[src/rtl/core/ecd_pkg.sv]
// Package for the epoch seconds to calendar date converter.
// Holds the field widths, the time constants, the state types and the calendar helpers.
// No dependencies.
`default_nettype none

package ecd_pkg;

  localparam int SEC_W   = 32;
  localparam int YEAR_W  = 12;
  localparam int MONTH_W = 4;
  localparam int DAY_W   = 5;
  localparam int HOUR_W  = 5;
  localparam int MIN_W   = 6;
  localparam int SECF_W  = 6;

  // Serial divider sizing: the remainder holds anything below 86400.
  localparam int REM_W   = 17;
  localparam int QUOT_W  = 16;
  localparam int STEP_W  = 6;
  localparam int DAYS_W  = 16;
  localparam int YLEN_W  = 9;

  localparam logic [REM_W-1:0]  SECS_PER_DAY  = 17'd86400;
  localparam logic [REM_W-1:0]  SECS_PER_HOUR = 17'd3600;
  localparam logic [REM_W-1:0]  SECS_PER_MIN  = 17'd60;
  localparam logic [STEP_W-1:0] DAY_STEPS     = 6'd32;
  localparam logic [STEP_W-1:0] HOUR_STEPS    = 6'd17;
  localparam logic [STEP_W-1:0] MIN_STEPS     = 6'd12;

  localparam logic [YEAR_W-1:0]  FIRST_YEAR     = 12'd1970;
  localparam logic [6:0]         FIRST_YEAR_100 = 7'd70;
  localparam logic [8:0]         FIRST_YEAR_400 = 9'd370;
  localparam logic [YLEN_W-1:0]  DAYS_NORMAL    = 9'd365;
  localparam logic [YLEN_W-1:0]  DAYS_LEAP      = 9'd366;
  localparam logic [MONTH_W-1:0] JANUARY        = 4'd1;
  localparam logic [MONTH_W-1:0] FEBRUARY       = 4'd2;
  localparam logic [MONTH_W-1:0] DECEMBER       = 4'd12;

  typedef enum logic [2:0] {
    T_IDLE,
    T_DAY,
    T_HOUR,
    T_MIN,
    T_JOIN,
    T_SEND
  } top_state_t;

  typedef enum logic [1:0] {
    W_IDLE,
    W_YEAR,
    W_MONTH,
    W_DONE
  } walk_state_t;

  typedef struct packed {
    logic              start;
    logic [STEP_W-1:0] steps;
    logic [SEC_W-1:0]  numer;
    logic [REM_W-1:0]  denom;
  } div_req_t;

  typedef struct packed {
    logic              done;
    logic [QUOT_W-1:0] quot;
    logic [REM_W-1:0]  rem;
  } div_rsp_t;

  typedef struct packed {
    logic               done;
    logic [YEAR_W-1:0]  year;
    logic [MONTH_W-1:0] month;
    logic [DAY_W-1:0]   day;
  } walk_rsp_t;

  // Leap test from the year's low bits and its position in the 100 and 400 year cycles.
  function automatic logic is_leap(input logic [1:0] y_lo, input logic [6:0] c100,
                                   input logic [8:0] c400);
    is_leap = (c400 == 9'd0) || ((y_lo == 2'd0) && (c100 != 7'd0));
  endfunction

  function automatic logic [DAY_W-1:0] month_days(input logic [MONTH_W-1:0] m,
                                                  input logic leap);
    logic [DAY_W-1:0] len;
    case (m)
      4'd1, 4'd3, 4'd5, 4'd7, 4'd8, 4'd10, 4'd12: len = 5'd31;
      4'd4, 4'd6, 4'd9, 4'd11:                    len = 5'd30;
      4'd2:                                       len = leap ? 5'd29 : 5'd28;
      default:                                    len = 5'd0;
    endcase
    month_days = len;
  endfunction

endpackage

`default_nettype wire

[src/rtl/core/ecd_if.sv]
// Valid/ready channel interfaces for the epoch seconds to calendar date converter.
// Depends on ecd_pkg for the field widths.
`default_nettype none

interface ecd_in_if;
  logic                        valid;
  logic                        ready;
  logic [ecd_pkg::SEC_W-1:0]   epoch_seconds;

  modport source (output valid, output epoch_seconds, input ready);
  modport sink   (input valid, input epoch_seconds, output ready);
endinterface

interface ecd_out_if;
  logic                          valid;
  logic                          ready;
  logic [ecd_pkg::YEAR_W-1:0]    year_out;
  logic [ecd_pkg::MONTH_W-1:0]   month_out;
  logic [ecd_pkg::DAY_W-1:0]     day_out;
  logic [ecd_pkg::HOUR_W-1:0]    hour_out;
  logic [ecd_pkg::MIN_W-1:0]     minute_out;
  logic [ecd_pkg::SECF_W-1:0]    second_out;

  modport source (output valid, output year_out, output month_out, output day_out,
                  output hour_out, output minute_out, output second_out, input ready);
  modport sink   (input valid, input year_out, input month_out, input day_out,
                  input hour_out, input minute_out, input second_out, output ready);
endinterface

`default_nettype wire

[src/rtl/core/epoch_seconds_to_calendar_date.sv]
// Epoch seconds to Gregorian calendar date converter, top level.
// Depends on ecd_pkg, ecd_if, ecd_serial_div and ecd_date_walk.
//
// Usage: din carries one 32-bit count of seconds since 1970-01-01 00:00:00 per
// transaction; dout carries the matching year, month, day, hour, minute and second.
// Exactly one result leaves for each input, in order.
//
// Operation: the shared serial divider first splits off whole days, one quotient bit a
// cycle. Then the date walker steps one year per cycle and one month per cycle, while
// the same divider takes the hour and then the minute and second. The result
// transaction follows once both are done; for late dates the year walk finishes last.
// One item is in flight at a time: din.ready is high only when the block is idle, so
// the next input is taken in the cycle after the result leaves.
//
// Stall: the result is held in registers with dout.valid high until dout.ready; the
// next input is taken after that. Reset returns to idle with no result pending.
`default_nettype none

module epoch_seconds_to_calendar_date (
  input  wire        clk,
  input  wire        rst,
  ecd_in_if.sink     din,
  ecd_out_if.source  dout
);
  import ecd_pkg::*;

  top_state_t state, state_next;

  div_req_t  div_req;
  div_rsp_t  div_rsp;
  walk_rsp_t walk_rsp;
  logic      walk_start;

  logic [HOUR_W-1:0] hour;
  logic [MIN_W-1:0]  minute;
  logic [SECF_W-1:0] second;

  ecd_serial_div u_div (
    .clk (clk),
    .rst (rst),
    .req (div_req),
    .rsp (div_rsp)
  );

  ecd_date_walk u_walk (
    .clk   (clk),
    .rst   (rst),
    .start (walk_start),
    .days  (div_rsp.quot + 1'b1),
    .rsp   (walk_rsp)
  );

  always_comb begin
    state_next = state;
    case (state)
      T_IDLE:  if (din.valid) state_next = T_DAY;
      T_DAY:   if (div_rsp.done) state_next = T_HOUR;
      T_HOUR:  if (div_rsp.done) state_next = T_MIN;
      T_MIN:   if (div_rsp.done) state_next = T_JOIN;
      T_JOIN:  if (walk_rsp.done) state_next = T_SEND;
      T_SEND:  if (dout.ready) state_next = T_IDLE;
      default: state_next = T_IDLE;
    endcase
  end

  always_comb begin
    din.ready     = (state == T_IDLE);
    dout.valid    = (state == T_SEND);
    walk_start    = (state == T_DAY) && div_rsp.done;
    div_req.start = 1'b0;
    div_req.steps = DAY_STEPS;
    div_req.numer = din.epoch_seconds;
    div_req.denom = SECS_PER_DAY;
    case (state)
      T_IDLE: begin
        div_req.start = din.valid;
      end
      T_DAY: begin
        // Seconds of day, left-aligned for a 17-bit division by 3600.
        div_req.start = div_rsp.done;
        div_req.steps = HOUR_STEPS;
        div_req.numer = {div_rsp.rem, {(SEC_W-REM_W){1'b0}}};
        div_req.denom = SECS_PER_HOUR;
      end
      T_HOUR: begin
        // Seconds of hour stay below 4096, so 12 bits are divided by 60.
        div_req.start = div_rsp.done;
        div_req.steps = MIN_STEPS;
        div_req.numer = {div_rsp.rem[11:0], {(SEC_W-12){1'b0}}};
        div_req.denom = SECS_PER_MIN;
      end
      default: begin
        div_req.start = 1'b0;
      end
    endcase
  end

  always_ff @(posedge clk) begin
    if (rst) begin
      state <= T_IDLE;
    end else begin
      state <= state_next;
    end
  end

  always_ff @(posedge clk) begin
    if ((state == T_HOUR) && div_rsp.done) begin
      hour <= div_rsp.quot[HOUR_W-1:0];
    end
    if ((state == T_MIN) && div_rsp.done) begin
      minute <= div_rsp.quot[MIN_W-1:0];
      second <= div_rsp.rem[SECF_W-1:0];
    end
  end

  // The walker holds its result until the next start, so it drives the output directly.
  assign dout.year_out   = walk_rsp.year;
  assign dout.month_out  = walk_rsp.month;
  assign dout.day_out    = walk_rsp.day;
  assign dout.hour_out   = hour;
  assign dout.minute_out = minute;
  assign dout.second_out = second;

endmodule

`default_nettype wire

[src/rtl/core/ecd_serial_div.sv]
// Restoring divider that retires one quotient bit per cycle.
// The numerator arrives left-aligned; steps gives how many of its bits are used.
// Depends on ecd_pkg.
`default_nettype none

module ecd_serial_div (
  input  wire                    clk,
  input  wire                    rst,
  input  wire ecd_pkg::div_req_t req,
  output ecd_pkg::div_rsp_t      rsp
);
  import ecd_pkg::*;

  logic [SEC_W-1:0]  numer_sr;
  logic [REM_W-1:0]  rem;
  logic [REM_W-1:0]  denom;
  logic [QUOT_W-1:0] quot;
  logic [STEP_W-1:0] cnt;
  logic              busy;
  logic              done;

  logic [REM_W:0]    trial;
  logic [REM_W:0]    diff;
  logic              fits;

  assign trial = {rem, numer_sr[SEC_W-1]};
  assign diff  = trial - {1'b0, denom};
  assign fits  = (trial >= {1'b0, denom});

  always_ff @(posedge clk) begin
    if (rst) begin
      busy <= 1'b0;
      done <= 1'b0;
      cnt  <= '0;
    end else begin
      done <= 1'b0;
      if (req.start) begin
        busy <= 1'b1;
        cnt  <= req.steps;
      end else if (busy) begin
        cnt <= cnt - 1'b1;
        if (cnt == 6'd1) begin
          busy <= 1'b0;
          done <= 1'b1;
        end
      end
    end
  end

  always_ff @(posedge clk) begin
    if (req.start) begin
      numer_sr <= req.numer;
      denom    <= req.denom;
      rem      <= '0;
      quot     <= '0;
    end else if (busy) begin
      numer_sr <= {numer_sr[SEC_W-2:0], 1'b0};
      // The remainder stays below the divisor, so the low bits always hold it.
      rem      <= fits ? diff[REM_W-1:0] : trial[REM_W-1:0];
      quot     <= {quot[QUOT_W-2:0], fits};
    end
  end

  assign rsp.done = done;
  assign rsp.quot = quot;
  assign rsp.rem  = rem;

endmodule

`default_nettype wire

[src/rtl/core/ecd_date_walk.sv]
// Steps whole years off a day number from 1970, then whole months, one per cycle.
// Leap years are tracked with running positions in the 100 and 400 year cycles.
// Depends on ecd_pkg.
`default_nettype none

module ecd_date_walk (
  input  wire                          clk,
  input  wire                          rst,
  input  wire                          start,
  input  wire [ecd_pkg::DAYS_W-1:0]    days,
  output ecd_pkg::walk_rsp_t           rsp
);
  import ecd_pkg::*;

  walk_state_t state, state_next;

  logic [DAYS_W-1:0]  dleft;
  logic [YEAR_W-1:0]  year;
  logic [6:0]         c100;
  logic [8:0]         c400;
  logic [YLEN_W-1:0]  ylen;
  logic [MONTH_W-1:0] month;

  logic [YEAR_W-1:0]  year_next;
  logic [6:0]         c100_next;
  logic [8:0]         c400_next;
  logic [DAY_W-1:0]   mlen;
  logic               year_more;
  logic               month_fits;
  logic               load;

  assign year_next  = year + 1'b1;
  assign c100_next  = (c100 == 7'd99)  ? 7'd0 : c100 + 1'b1;
  assign c400_next  = (c400 == 9'd399) ? 9'd0 : c400 + 1'b1;
  assign mlen       = month_days(month, is_leap(year[1:0], c100, c400));
  assign year_more  = (dleft > {{(DAYS_W-YLEN_W){1'b0}}, ylen});
  assign month_fits = (dleft <= {{(DAYS_W-DAY_W){1'b0}}, mlen});
  assign load       = start && ((state == W_IDLE) || (state == W_DONE));

  always_comb begin
    state_next = state;
    case (state)
      W_IDLE:  if (start) state_next = W_YEAR;
      W_YEAR:  if (!year_more) state_next = W_MONTH;
      W_MONTH: if (month_fits || (month == DECEMBER)) state_next = W_DONE;
      W_DONE:  if (start) state_next = W_YEAR;
      default: state_next = W_IDLE;
    endcase
  end

  always_comb begin
    rsp.done  = (state == W_DONE);
    rsp.year  = year;
    rsp.month = month;
    rsp.day   = dleft[DAY_W-1:0];
  end

  always_ff @(posedge clk) begin
    if (rst) begin
      state <= W_IDLE;
    end else begin
      state <= state_next;
    end
  end

  always_ff @(posedge clk) begin
    if (load) begin
      dleft <= days;
      year  <= FIRST_YEAR;
      c100  <= FIRST_YEAR_100;
      c400  <= FIRST_YEAR_400;
      ylen  <= DAYS_NORMAL;
      month <= JANUARY;
    end else if ((state == W_YEAR) && year_more) begin
      dleft <= dleft - {{(DAYS_W-YLEN_W){1'b0}}, ylen};
      year  <= year_next;
      c100  <= c100_next;
      c400  <= c400_next;
      ylen  <= is_leap(year_next[1:0], c100_next, c400_next) ? DAYS_LEAP : DAYS_NORMAL;
    end else if ((state == W_MONTH) && !month_fits) begin
      // December that does not fit cannot happen for a valid day count; it still ends here.
      dleft <= dleft - {{(DAYS_W-DAY_W){1'b0}}, mlen};
      if (month != DECEMBER) begin
        month <= month + 1'b1;
      end
    end
  end

endmodule

`default_nettype wire

[src/flat_wrapper.sv]
// flat-port wrapper written by rule: the top's interface ports become plain ports
module epoch_seconds_to_calendar_date_flat import ecd_pkg::*;
  (clk, rst, din_valid, din_epoch_seconds, din_ready, dout_valid, dout_year_out, dout_month_out, dout_day_out, dout_hour_out, dout_minute_out, dout_second_out, dout_ready);
  ecd_in_if din_i ();
  ecd_out_if dout_i ();
  input  wire clk;
  input  wire rst;
  input wire logic [$bits(din_i.valid)-1:0] din_valid;
  input wire logic [$bits(din_i.epoch_seconds)-1:0] din_epoch_seconds;
  output wire logic [$bits(din_i.ready)-1:0] din_ready;
  output wire logic [$bits(dout_i.valid)-1:0] dout_valid;
  output wire logic [$bits(dout_i.year_out)-1:0] dout_year_out;
  output wire logic [$bits(dout_i.month_out)-1:0] dout_month_out;
  output wire logic [$bits(dout_i.day_out)-1:0] dout_day_out;
  output wire logic [$bits(dout_i.hour_out)-1:0] dout_hour_out;
  output wire logic [$bits(dout_i.minute_out)-1:0] dout_minute_out;
  output wire logic [$bits(dout_i.second_out)-1:0] dout_second_out;
  input wire logic [$bits(dout_i.ready)-1:0] dout_ready;
  assign din_i.valid = din_valid;
  assign din_i.epoch_seconds = din_epoch_seconds;
  assign din_ready = din_i.ready;
  assign dout_valid = dout_i.valid;
  assign dout_year_out = dout_i.year_out;
  assign dout_month_out = dout_i.month_out;
  assign dout_day_out = dout_i.day_out;
  assign dout_hour_out = dout_i.hour_out;
  assign dout_minute_out = dout_i.minute_out;
  assign dout_second_out = dout_i.second_out;
  assign dout_i.ready = dout_ready;
  epoch_seconds_to_calendar_date u_core (.clk(clk), .rst(rst), .din(din_i), .dout(dout_i));
endmodule
[config.mk]
export PLATFORM = sky130hd
export DESIGN_NAME = epoch_seconds_to_calendar_date_flat
export DESIGN_NICKNAME = d
export VERILOG_FILES = /design/src/rtl/core/ecd_pkg.sv /design/src/rtl/core/ecd_if.sv /design/src/rtl/core/epoch_seconds_to_calendar_date.sv /design/src/rtl/core/ecd_serial_div.sv /design/src/rtl/core/ecd_date_walk.sv /design/src/flat_wrapper.sv
export SDC_FILE = /design/constraint.sdc
export NUM_CORES = 1
export LEC_CHECK = 0
export BUFFER_PORTS_ARGS = -buffer_cell sky130_fd_sc_hd__buf_2
export CORE_UTILIZATION = 30
export CTS_BUF_LIST = sky130_fd_sc_hd__clkbuf_2 sky130_fd_sc_hd__clkbuf_4 sky130_fd_sc_hd__clkbuf_8
export DETAILED_ROUTE_END_ITERATION = 10
export PLACE_DENSITY_LB_ADDON = 0.12
export SLEW_MARGIN = 20
export SYNTH_ARGS = -nofsm -noshare
export SYNTH_HDL_FRONTEND = slang
export SYNTH_SLANG_ARGS = --single-unit
[constraint.sdc]
create_clock -name clk -period 3.1 [get_ports clk]
set_input_delay 0 -clock clk [delete_from_list [all_inputs] [get_ports clk]]
set_output_delay 0 -clock clk [all_outputs]
set_load 0.03 [all_outputs]
# Word-level counts from Yosys, hierarchy flattened
# Index checks and enable logic that the tools add are counted.
# totals
in_bits	36
out_inout_bits	40
register_bits	169
wordCells	126
# classes
reduce_logical	31
muxes	30
n_lt_le_gt_ge	3
eq_ne	33
bitwise	2
n_addsub	9
# ops
op	n
55-bit one-hot mux with 2 select lines	1
32-bit 2-to-1 mux	2
16-bit 2-to-1 mux	3
4-bit == test (second input constant)	5
18-bit by 17-bit >= comparator with 1-bit output	1
9-bit logical NOT	2
3-bit 2-to-1 mux	6
3-bit one-hot mux with 6 select lines	1
17-bit 2-to-1 mux	1
17-bit subtractor	1
16-bit by 1-bit adder with 16-bit output (second input constant)	1
4-bit by 3-bit == test with 1-bit output (second input constant)	4
16-bit by 9-bit greater-than comparator with 1-bit output	1
16-bit by 5-bit less-or-equal comparator with 1-bit output	1
16-bit by 5-bit subtractor with 16-bit output	1
16-bit by 9-bit subtractor with 16-bit output	1
5-bit one-hot mux with 3 select lines	1
2-bit inequality test (second input constant)	7
7-bit nonzero test	2
12-bit by 1-bit adder with 12-bit output (second input constant)	1
6-bit 2-to-1 mux	2
9-bit by 1-bit adder with 9-bit output (second input constant)	1
9-bit == test (second input constant)	1
9-bit 2-to-1 mux	1
33 further kinds	60

# Logic depth before layout (Yosys ltp)
# Gate-level depths: netlist of the first run.
# logic_depth
depth_word	11
ltp_mapped	17
depth_no_buf	17

# Hierarchy
# A second synthesis of the first run with hierarchy kept.
# hier_totals
cells_unflattened	989
area_unflattened_um2	9532.9
# by_module_without_submodules
mod	n_inst	area_per_inst_um2	seq_area_each_um2	cells_each
ecd_serial_div	1	4490.6	2292.2	413
ecd_date_walk	1	3613.5	1201.2	435
epoch_seconds_to_calendar_date	1	1428.9	570.5	141

# Least setup slack after synthesis of the first run
# No wires, ideal clock.
# synth_path
path_type	register -> register
startpoint	register u_core.u_walk.month[0]
endpoint	register u_core.u_walk.dleft[0] (enable)
t_required_ns	2.684
setup_time_ns	0.416
setup_slack_ns	-0.473
n_path_buf	0
stages_incl_launch_ff	14
synth_period_minus_slack_ns	3.573
arrival_ns	3.157
path_cell_list	dfxtp_1 inv_1 ha_1 nor3_1 a21oi_1 o21ai_0 o21a_1 ha_1 a21o_1 a21o_1 a21oi_1 o21ai_1 nand2_1 nand3_1
# synth_between
elab_chain_len	7
word_cells_on_any_way	19
classes_between	order compare: 1; eq/ne: 12; mux: 1; reduce/logical: 5
# synth_rtl
item	line_no	source
start, declared	ecd_date_walk.sv:22	logic [MONTH_W-1:0] month;
start signal, assigned	ecd_date_walk.sv:84	month <= month + 1'b1;
4-bit == test (tied with other cells)	ecd_pkg.sv:84	case (m)
7-bit OR reduction or 4-bit OR reduction (tied branches)	ecd_pkg.sv:84	
5-bit one-hot mux with 3 select lines (*)	ecd_pkg.sv:84	
16-bit by 5-bit less-or-equal comparator with 1-bit output (*)	ecd_date_walk.sv:37	assign month_fits = (dleft <= {{(DAYS_W-DAY_W){1'b0}}, mlen});
1-bit logical NOT (*)	ecd_date_walk.sv:80	end else if ((state == W_MONTH) && !month_fits) begin
1-bit logical AND (*)	ecd_date_walk.sv:80	
3-bit nonzero test (no source line) (*)	--	
end signal, assigned	ecd_date_walk.sv:68	dleft <= days;
end signal, assigned	ecd_date_walk.sv:75	dleft <= dleft - {{(DAYS_W-YLEN_W){1'b0}}, ylen};
end signal, assigned	ecd_date_walk.sv:82	dleft <= dleft - {{(DAYS_W-DAY_W){1'b0}}, mlen};
end, declared	ecd_date_walk.sv:17	logic [DAYS_W-1:0] dleft;
# Every way passes the cells marked *; elsewhere a longest branch is shown, timed or not.
# A chain may end at the register's enable or synchronous reset.

# Worst setup path after layout of the first run
# layout_path
startpoint	register u_core.u_walk.c100[0]
endpoint	register u_core.u_walk.dleft[10], data pin
# layout_between
elab_chain_len	9
# layout_rtl
item	line_no	source
start, declared	ecd_date_walk.sv:19	logic [6:0] c100;
start signal, assigned	ecd_date_walk.sv:77	c100 <= c100_next;
7-bit nonzero test	ecd_pkg.sv:78	is_leap = (c400 == 9'd0) || ((y_lo == 2'd0) && (c100 != 7'd0));
1-bit logical AND	ecd_pkg.sv:78	
1-bit logical OR	ecd_pkg.sv:78	
1-bit 2-to-1 mux	ecd_pkg.sv:87	4'd2: len = leap ? 5'd29 : 5'd28;
5-bit one-hot mux with 3 select lines	ecd_pkg.sv:84	
16-bit by 5-bit subtractor with 16-bit output	ecd_date_walk.sv:82	
16-bit 2-to-1 mux	ecd_date_walk.sv:80	
16-bit 2-to-1 mux	ecd_date_walk.sv:74	end else if ((state == W_YEAR) && year_more) begin
16-bit 2-to-1 mux	ecd_date_walk.sv:67	if (load) begin
# Every way passes these cells. The select of a mux whose other input is x is not followed.

==> run_results.csv, run 1 <==
group,metric,value,unit
setup_path,crit_chain,"inv_1 -> ha_1 -> nand3_2 -> nand2_2 -> a21oi_2 -> nor4_1 -> a31oi_1 -> ha_2 -> inv_2 -> fa_2 -> a21o_1 -> a21o_1 -> a211oi_2 -> mux2i_1 -> buf_4 -> nor2_4 -> xnor2_1 -> a21oi_1",
placement,pre_cts_slack,-0.146,ns
setup_path,r2r_cells,18,
timing,max_slew_margin,32.0,%
final_layout,nets,1121,
setup_path,max_stage_delay,0.33,ns
setup_path,crit_path_end_kind,"flip-flop",
logic_synthesis,synth_nets,974,
final_layout,area_growth,24.1,%
logic_synthesis,syn_area,8290,sq um
logic_synthesis,yosysWarnings,0,
setup_path,critPathKind,"reg -> reg",
final_layout,layout_commonest_cell,"nor2_1",
global_route,grt_max_degree,43,
global_route,use_met2,26.8,%
power_and_ir_drop,power_leakage,4.29,nW
floorplan,start_util,30.7,%
routing,drc_errors,0,
cts,cts.sinks,149,
final_layout,final_util,38.1,%
setup_path,cpMaxStageDelayCell,"dfxtp_2",
setup_path,endpoint,"u_core.u_walk.dleft[10]",
setup_path,rr_endpoint,"u_core.u_walk.dleft[10]",
routing,ant_nets,0,
cts,cts_tree,"yes",
setup_path,cp_common_cell,"a21o_1",
setup_path,start_kind,"flip-flop",
cts,clk_path_buf_depth,2,
setup_path,crit_path_start,"u_core.u_walk.c100[0]",
setup_path,cp.arrival,3.25,ns
power_and_ir_drop,ir_drop,0.000409,V
run_status,status,"complete, no violations",
global_route,gr-total-overflow,0,
setup_path,required,3.30,ns
cts,htree_levels,4,
routing,first_pass_iters,5,
global_route,grt_pass1_wl,36300,microns
global_route,grt_use_met3,2.68,%
floorplan,die_h,168,microns
power_and_ir_drop,p_per_area,843,nW/um^2
setup_path,r2r-start,"u_core.u_walk.c100[0]",
floorplan,die-area,28300,sq um
timing,setup_ws,0.0550,ns
timing,drv_slew,0,
timing,fin_crit_sh,98.2,%
timing,fmax,0.328,GHz
global_route,groute.usage.overall,16.1,%
final_layout,drive_above_1_share,21.1,%
setup_path,critPathBufInv,3,
routing,via_count,6921,
cts,clk_pin_slew_worst_paths,0.09,ns
floorplan,chipWidth,168,microns
routing,wire_per_inst,15.7,microns
global_route,grt_antenna_before_repair,0,
cts,cts_buffers,17,
logic_synthesis,synth_seq_area_share,44.3,%
floorplan,rows,60,
logic_synthesis,async_flop_share,0,%
timing,rsz0062_at_grt,"true",
floorplan,io_pins,76,
logic_synthesis,synth_edf_count,69,
hold_path,hp-start,"din_valid",
cts,root_buffer,"clkbuf_8",
routing,drt-total-wl,22000,microns
timing,min_period,3.04,ns
logic_synthesis,postSynthAreaPerCell,9.22,sq um
final_layout,diodes,0,
global_route,globalRouteMet1Util,21.6,%
placement,gp_congestion,0.803,
flow_run,cap_violations,0,
cts,clock_latency,0.46,ns
logic_synthesis,ys_ff_latch,149,
routing,vias_per_cell,4.94,
timing,tightest_slew,1.02,ns
timing,hold_violations,0,
timing,setup_viol,0,
logic_synthesis,netlist-cell-type-count,64,
placement,io_buffers,75,
final_layout,fillers,2750,
setup_path,crit_family,"compound AO/OA/AOI/OAI gates",
global_route,grt_pass1_vias,6944,
hold_path,hold_path.class,"in -> reg",
routing,first_iter_violations,317,
logic_synthesis,synth-main-ff-cell,"dfxtp_1",
timing,finClkSkew,0.0183,ns
floorplan,coreArea,27000,sq um
placement,hpwl,15600,microns
logic_synthesis,syn_inst,899,
setup_path,path_max_fanout,4,
final_layout,most-common-layout-cells,"nor2_1, nand2_1, buf_2",
setup_path,critical_path_depth,18,
global_route,busiest_layer,"met2",
setup_path,reg2reg_slack,0.06,ns
[layout make-up]
class | instances | area, sq um | area share (%)
Inverter | 39 | 146 | 1.42
Tap cell | 341 | 427 | 4.15
Clock buffer | 17 | 234 | 2.27
Sequential cell | 149 | 3680 | 35.8
Clock inverter | 15 | 138 | 1.34
Timing Repair Buffer | 182 | 1290 | 12.6
Multi-Input combinational cell | 657 | 4370 | 42.4
[metal layers]
metal | routed length, microns | part of all wire [%] | vias to the layer above
met5 | 0 | 0 | -
met4 | 187 | 0.85 | 0
met3 | 566 | 2.6 | 16
met2 | 10300 | 47 | 89
met1 | 11000 | 50 | 3297
li1 | - | - | 3519
[logic make-up after synthesis]
group / after synthesis / share of synthesized area [%]
AOI/OAI and AO/OA: 200 / 15.9
xor gates and xnor gates: 61 / 6.45
adders and majority gates: 39 / 6.16
buffers and inverters: 93 / 4.71
DFF: 149 / 44.3
muxes: 31 / 3.77
and+or+nand+nor: 326 / 18.7
[synth_stat cells (3+ instances only)]
master | n | area [sq um]
a22oi_1 | 12 | 90.1
a21o_1 | 8 | 60.1
nand3b_1 | 6 | 45.0
nor2b_1 | 4 | 25.0
fa_1 | 3 | 60.1
a21boi_0 | 3 | 22.5
xor2_1 | 35 | 307
inv_1 | 39 | 146
dfxtp_1 | 80 | 1600
nand2_1 | 85 | 319
nor2_1 | 100 | 375
o21ai_0 | 41 | 205
edfxtp_1 | 69 | 2070
clkbuf_1 | 42 | 158
mux2i_1 | 29 | 290
o211ai_1 | 10 | 75.1
ha_1 | 36 | 450
nand3_1 | 41 | 205
buf_4 | 6 | 45.0
and3_1 | 17 | 106
or3_1 | 6 | 37.5
nor3_1 | 23 | 115
o21a_1 | 3 | 22.5
a222oi_1 | 5 | 50.1
a32o_1 | 3 | 30.0
nand2b_1 | 8 | 50.1
nand4_1 | 13 | 81.3
a31oi_1 | 13 | 81.3
a211oi_1 | 10 | 75.1
nor4_1 | 4 | 25.0
xnor2_1 | 26 | 228
a22o_1 | 15 | 131
buf_2 | 3 | 15.0
and2_1 | 5 | 31.3
a21oi_1 | 56 | 280
a221oi_1 | 3 | 26.3
[through the flow]
stage	cell area (sq um)	power, mW	setup TNS [ns]	hold WS [ns]	cells
floorplan	8320	5.64	0	0.0793	899
global placement	9390	6.93	-0.147	0.290	1328
detailed placement	9390	6.93	-0.461	0.292	1328
CTS	10200	8.55	-0.0879	0.122	1399
global route	10300	9.34	-1.69	0.167	1400
finish	10300	8.67	0	0.163	1400
[worst reg2reg max path, cell delays in order, from the launching register on]
cell,delay [ns]
dfxtp_2,0.33
inv_1,0.05
ha_1,0.20
nand3_2,0.08
nand2_2,0.06
a21oi_2,0.13
nor4_1,0.05
a31oi_1,0.17
ha_2,0.22
inv_2,0.04
fa_2,0.33
a21o_1,0.17
a21o_1,0.22
a211oi_2,0.20
mux2i_1,0.13
buf_4,0.17
nor2_4,0.07
xnor2_1,0.12
a21oi_1,0.08
[flip-flops by register name (all words and copies together) (netlist names)]
register                cells
u_core.dout.hour_out        5
u_core.dout.minute_out      6
u_core.dout.second_out      6
u_core.state                3
u_core.u_div.busy           1
u_core.u_div.cnt            6
u_core.u_div.denom          4
u_core.u_div.done           1
u_core.u_div.numer_sr      32
u_core.u_div.quot          16
u_core.u_div.rem           17
u_core.u_walk.c100          7
u_core.u_walk.c400          9
u_core.u_walk.dleft        16
u_core.u_walk.month         4
u_core.u_walk.state         2
u_core.u_walk.year         12
u_core.u_walk.ylen          2
[how the worst min path moves through the flow]
stage	slack, ns	to	cells after the start
2_1_floorplan	0.08	u_core.u_div.done	1
3_3_place_gp	0.29	u_core.u_div.numer_sr[14]	2
3_5_place_dp	0.29	u_core.u_div.numer_sr[14]	2
4_1_cts	0.12	u_core.state[0]	5
5_1_grt	0.17	u_core.state[0]	5
6_report	0.16	u_core.state[0]	5
[where the power goes]
part	total [mW]	switching, mW	internal [mW]
clock	1.46	0.875	0.590
sequential	2.98	0.360	2.62
combinational	4.23	2.24	2.00
[repair_timing]
action,4_1_cts,5_1_grt
hold buffers,36,0
cloned,0,0
resized for setup,13,20
hold endpoints to repair,44,0
setup endpoints to repair,6,34
pin swaps,9,14
buffers inserted,3,1
(Power assumes the default switching activity.)
==> run 2: changes to the inputs <==
--- a/config.mk
+++ b/config.mk
@@ -5,7 +5,9 @@
 export SDC_FILE = /design/constraint.sdc
 export NUM_CORES = 1
 export LEC_CHECK = 0
+export ABC_AREA = 1
 export BUFFER_PORTS_ARGS = -buffer_cell sky130_fd_sc_hd__buf_2
+export CAP_MARGIN = 20
 export CORE_UTILIZATION = 30
 export CTS_BUF_LIST = sky130_fd_sc_hd__clkbuf_2 sky130_fd_sc_hd__clkbuf_4 sky130_fd_sc_hd__clkbuf_8
 export DETAILED_ROUTE_END_ITERATION = 10
==> run 2 against run 1 <==
  * Synthesized area increased by 10%
  * First-iteration DRC count increased by 51%
  * Synthesized cell count increased by 37%
  * Utilization decreased by 2.2 points
  * Highest routed layer unchanged
  * Global-route usage increased by 0.45 points
  * Cell area increased by 3.9%
  * Critical path type unchanged
  * Critical endpoint unchanged
  * Clock power decreased by 4%
  * Clock skew increased by 0.0027 ns
  * Register-to-register slack improved by 0.17 ns
==> run_results.csv, run 2 <==
group,metric,value,unit
timing,drv_slew,0,
floorplan,die-area,31200,sq um
routing,dr_wl_met2,11800,microns
routing,wire_per_inst,14.4,microns
logic_synthesis,yosysWarnings,0,
global_route,grt_max_degree,47,
floorplan,coreArea,29800,sq um
placement,dpl.cell_count,1675,
logic_synthesis,synth_seq_area_share,40.2,%
final_layout,most-common-layout-cells,"nand2_1, inv_1, nor2_1, nand3_1, dfxtp_1",
power_and_ir_drop,pwr-share-clk,12.5,%
cts,root_buffer,"clkbuf_8",
setup_path,critPathKind,"reg -> reg",
setup_path,cpMaxStageDelayCell,"dfxtp_4",
final_layout,largest_reg_flops,32,
setup_path,cp.arrival,3.09,ns
setup_path,critPathBufInv,2,
power_and_ir_drop,p_per_area,1050,nW/um^2
timing,setup_viol,0,
setup_path,max_stage_delay,0.38,ns
flow_run,cap_violations,0,
logic_synthesis,synth_top_area_share,22.7,%
final_layout,regMostFlops,"u_core.u_div.numer_sr",
cts,cts_buffers,17,
routing,vias_per_cell,4.72,
routing,met3_length,926,microns
floorplan,start_util,30.7,%
final_layout,nets,1414,
final_layout,diodes,0,
routing,first_pass_iters,4,
run_status,status,"complete, no violations",
global_route,grt_pass1_wl,40700,microns
setup_path,start_kind,"flip-flop",
logic_synthesis,ys_top_cells_by_area,"edfxtp_1, dfxtp_1, nand2_1",
timing,min_period,2.87,ns
timing,tightest_slew,0.771,ns
final_layout,instances_no_fill,1742,
cts,cts_tree,"yes",
final_layout,drive_above_1_share,12.9,%
logic_synthesis,synth_nets,1306,
setup_path,crit_family,"simple AND/OR/NAND/NOR gates",
timing,fmax,0.348,GHz
logic_synthesis,syn_inst,1231,
global_route,groute.usage.overall,16.5,%
routing,ant_nets,0,
power_and_ir_drop,p_switching,5.38,mW
logic_synthesis,yosysMostFrequentCell,"nand2_1",
setup_path,crit_chain,"inv_1 -> ha_1 -> or2_2 -> nand3_1 -> nand2_1 -> nor3_2 -> buf_4 -> ha_1 -> or2_2 -> and2_1 -> nand2_2 -> nand2_1 -> xor2_1 -> nand2_1 -> nand2_1 -> nand2_1 -> nand2_1",
final_layout,regArea,3680,sq um
logic_synthesis,postSynthAreaPerCell,7.42,sq um
floorplan,die_h,177,microns
routing,drt-total-wl,25100,microns
power_and_ir_drop,p_seq_share,32.3,%
floorplan,rows,63,
routing,met1_length,12200,microns
final_layout,fillers,3204,
timing,max_slew_margin,48.5,%
placement,hpwl,18500,microns
global_route,grt_pass1_vias,7842,
logic_synthesis,synth-main-ff-cell,"dfxtp_1",
cts,clk_pin_slew_worst_paths,0.09,ns
global_route,grt_antenna_before_repair,0,
final_layout,layout_commonest_cell,"nand2_1",
placement,io_buffers,75,
setup_path,required,3.32,ns
placement,gp_congestion,0.847,
logic_synthesis,synth_top_area_cell,"edfxtp_1",
final_layout,multi_input_area,4620,sq um
power_and_ir_drop,power_leakage,4.88,nW
routing,via_count,8219,
power_and_ir_drop,swShare,48.1,%
timing,hold_violations,0,
logic_synthesis,syn_area,9140,sq um
logic_synthesis,ys_ff_latch,149,
setup_path,cp_common_cell,"nand2_1",
timing,finalSetupTns,0,ns
timing,rsz0062_at_grt,"false",
floorplan,io_pins,76,
final_layout,top_regs,"u_core.u_div.numer_sr (32), u_core.u_div.rem (17)",
power_and_ir_drop,combPwrFrac,55.2,%
power_and_ir_drop,finalPower,11.2,mW
floorplan,chipWidth,177,microns
power_and_ir_drop,p_int,5.80,mW
routing,first_iter_violations,478,
global_route,gr-total-overflow,0,
cts,cts.sinks,149,
timing,finClkSkew,0.0210,ns
timing,fin_crit_sh,92.6,%
power_and_ir_drop,ir_drop,0.000345,V
logic_synthesis,async_flop_share,0,%
cts,clock_latency,0.46,ns
logic_synthesis,synth_edf_count,69,
cts,clk_path_buf_depth,2,
cts,htree_levels,4,
logic_synthesis,netlist-cell-type-count,46,
routing,drc_errors,0,
final_layout,area_growth,17.0,%
setup_path,crit_path_end_kind,"flip-flop",
hold_path,hold_path.class,"in -> reg",
setup_path,path_max_fanout,6,
routing,dr.max_layer_used,"met4",
logic_synthesis,synthTopCellsByCount,"nand2_1, inv_1, nand3_1, nor2_1, dfxtp_1",
-- run 2: cell count changes after synthesis, moves of 13 or more --
cell,change
o21ai_0,+14
nand2_1,+265
and3_1,-17
nand3_1,+53
a22o_1,-15
xnor2_1,-23
clkbuf_1,-34
inv_1,+114
mux2i_1,-29
buf_2,+14
inv_2,+13
o22ai_1,+29
-- run 2: cell type report --
cell class,count,area share (%)
Clock buffer,17,2.19
Tap cell,390,4.57
Multi-Input combinational cell,874,43.3
Inverter,166,5.83
Timing Repair Buffer,131,8.71
Clock inverter,15,0.995
Sequential cell,149,34.4
-- run 2: per-stage QoR --
stage / cell area, sq um / hold WS, ns / util, % / worst slack (ns)
finish: 10700 / 0.0806 / 35.9 / 0.229
global route: 10700 / 0.0936 / 35.9 / 0.00894
CTS: 10700 / 0.0515 / 35.8 / 0.0546
detailed placement: 9970 / 0.321 / 33.5 / 0.0661
global placement: 9970 / 0.309 / 33.5 / 0.115
floorplan: 9140 / 0.196 / - / 0.00607
-- run 2: kinds of logic after synthesis --
| group | share of synthesized area [%] |
|---|---|
| flip-flops | 40.2 |
| XOR/XNOR | 2.88 |
| buffers and inverters | 9.49 |
| adder cells (fa/ha/maj) | 5.59 |
| AND/OR/NAND/NOR | 28.9 |
| AO/OA/AOI/OAI | 13.0 |
-- run 2: path summary, 6_finish.rpt --
kind / start / end / slack [ns] / cells past startpoint
max: u_core.u_walk.month[1] / u_core.u_walk.dleft[10] / 0.23 / 17
min: din_valid / u_core.u_div.cnt[5] / 0.08 / 3
max reg2reg: u_core.u_walk.month[1] / u_core.u_walk.dleft[10] / 0.23 / 17
min reg2reg: u_core.u_div.rem[16] / u_core.u_div.rem[16] / 0.48 / 2
-- run 2: layer usage --
layer	track usage, %	up-vias
met3	2.97	8
met4	3.27	0
li1	-	4300
met1	22.4	3763
met2	27.5	148
met5	0	-
-- run 2: worst reg2reg max path: stages, from the launching register on --
cell and delay, ns:
dfxtp_4 0.38, inv_1 0.06, ha_1 0.17, or2_2 0.29, nand3_1 0.07, nand2_1 0.08, nor3_2 0.17, buf_4 0.14
ha_1 0.27, or2_2 0.30, and2_1 0.18, nand2_2 0.12, nand2_1 0.08, xor2_1 0.15, nand2_1 0.05, nand2_1 0.05
nand2_1 0.05, nand2_1 0.04
-- run 2: repair_timing --
item,4_1_cts,5_1_grt
gates resized for setup,0,8
endpoints found under the hold margin,42,0
setup endpoints to repair,0,30
buffers inserted,0,1
hold buffers,34,0
-- run 2: power by group through the flow --
stage	logic, mW	registers [mW]	clock network (mW)
after global placement	6.09	3.64	0
after CTS	6.17	3.61	1.45
after floorplan	4.48	3.65	0
final	6.16	3.61	1.40
after global routing	7.05	3.71	1.52
after detailed placement	6.11	3.65	0
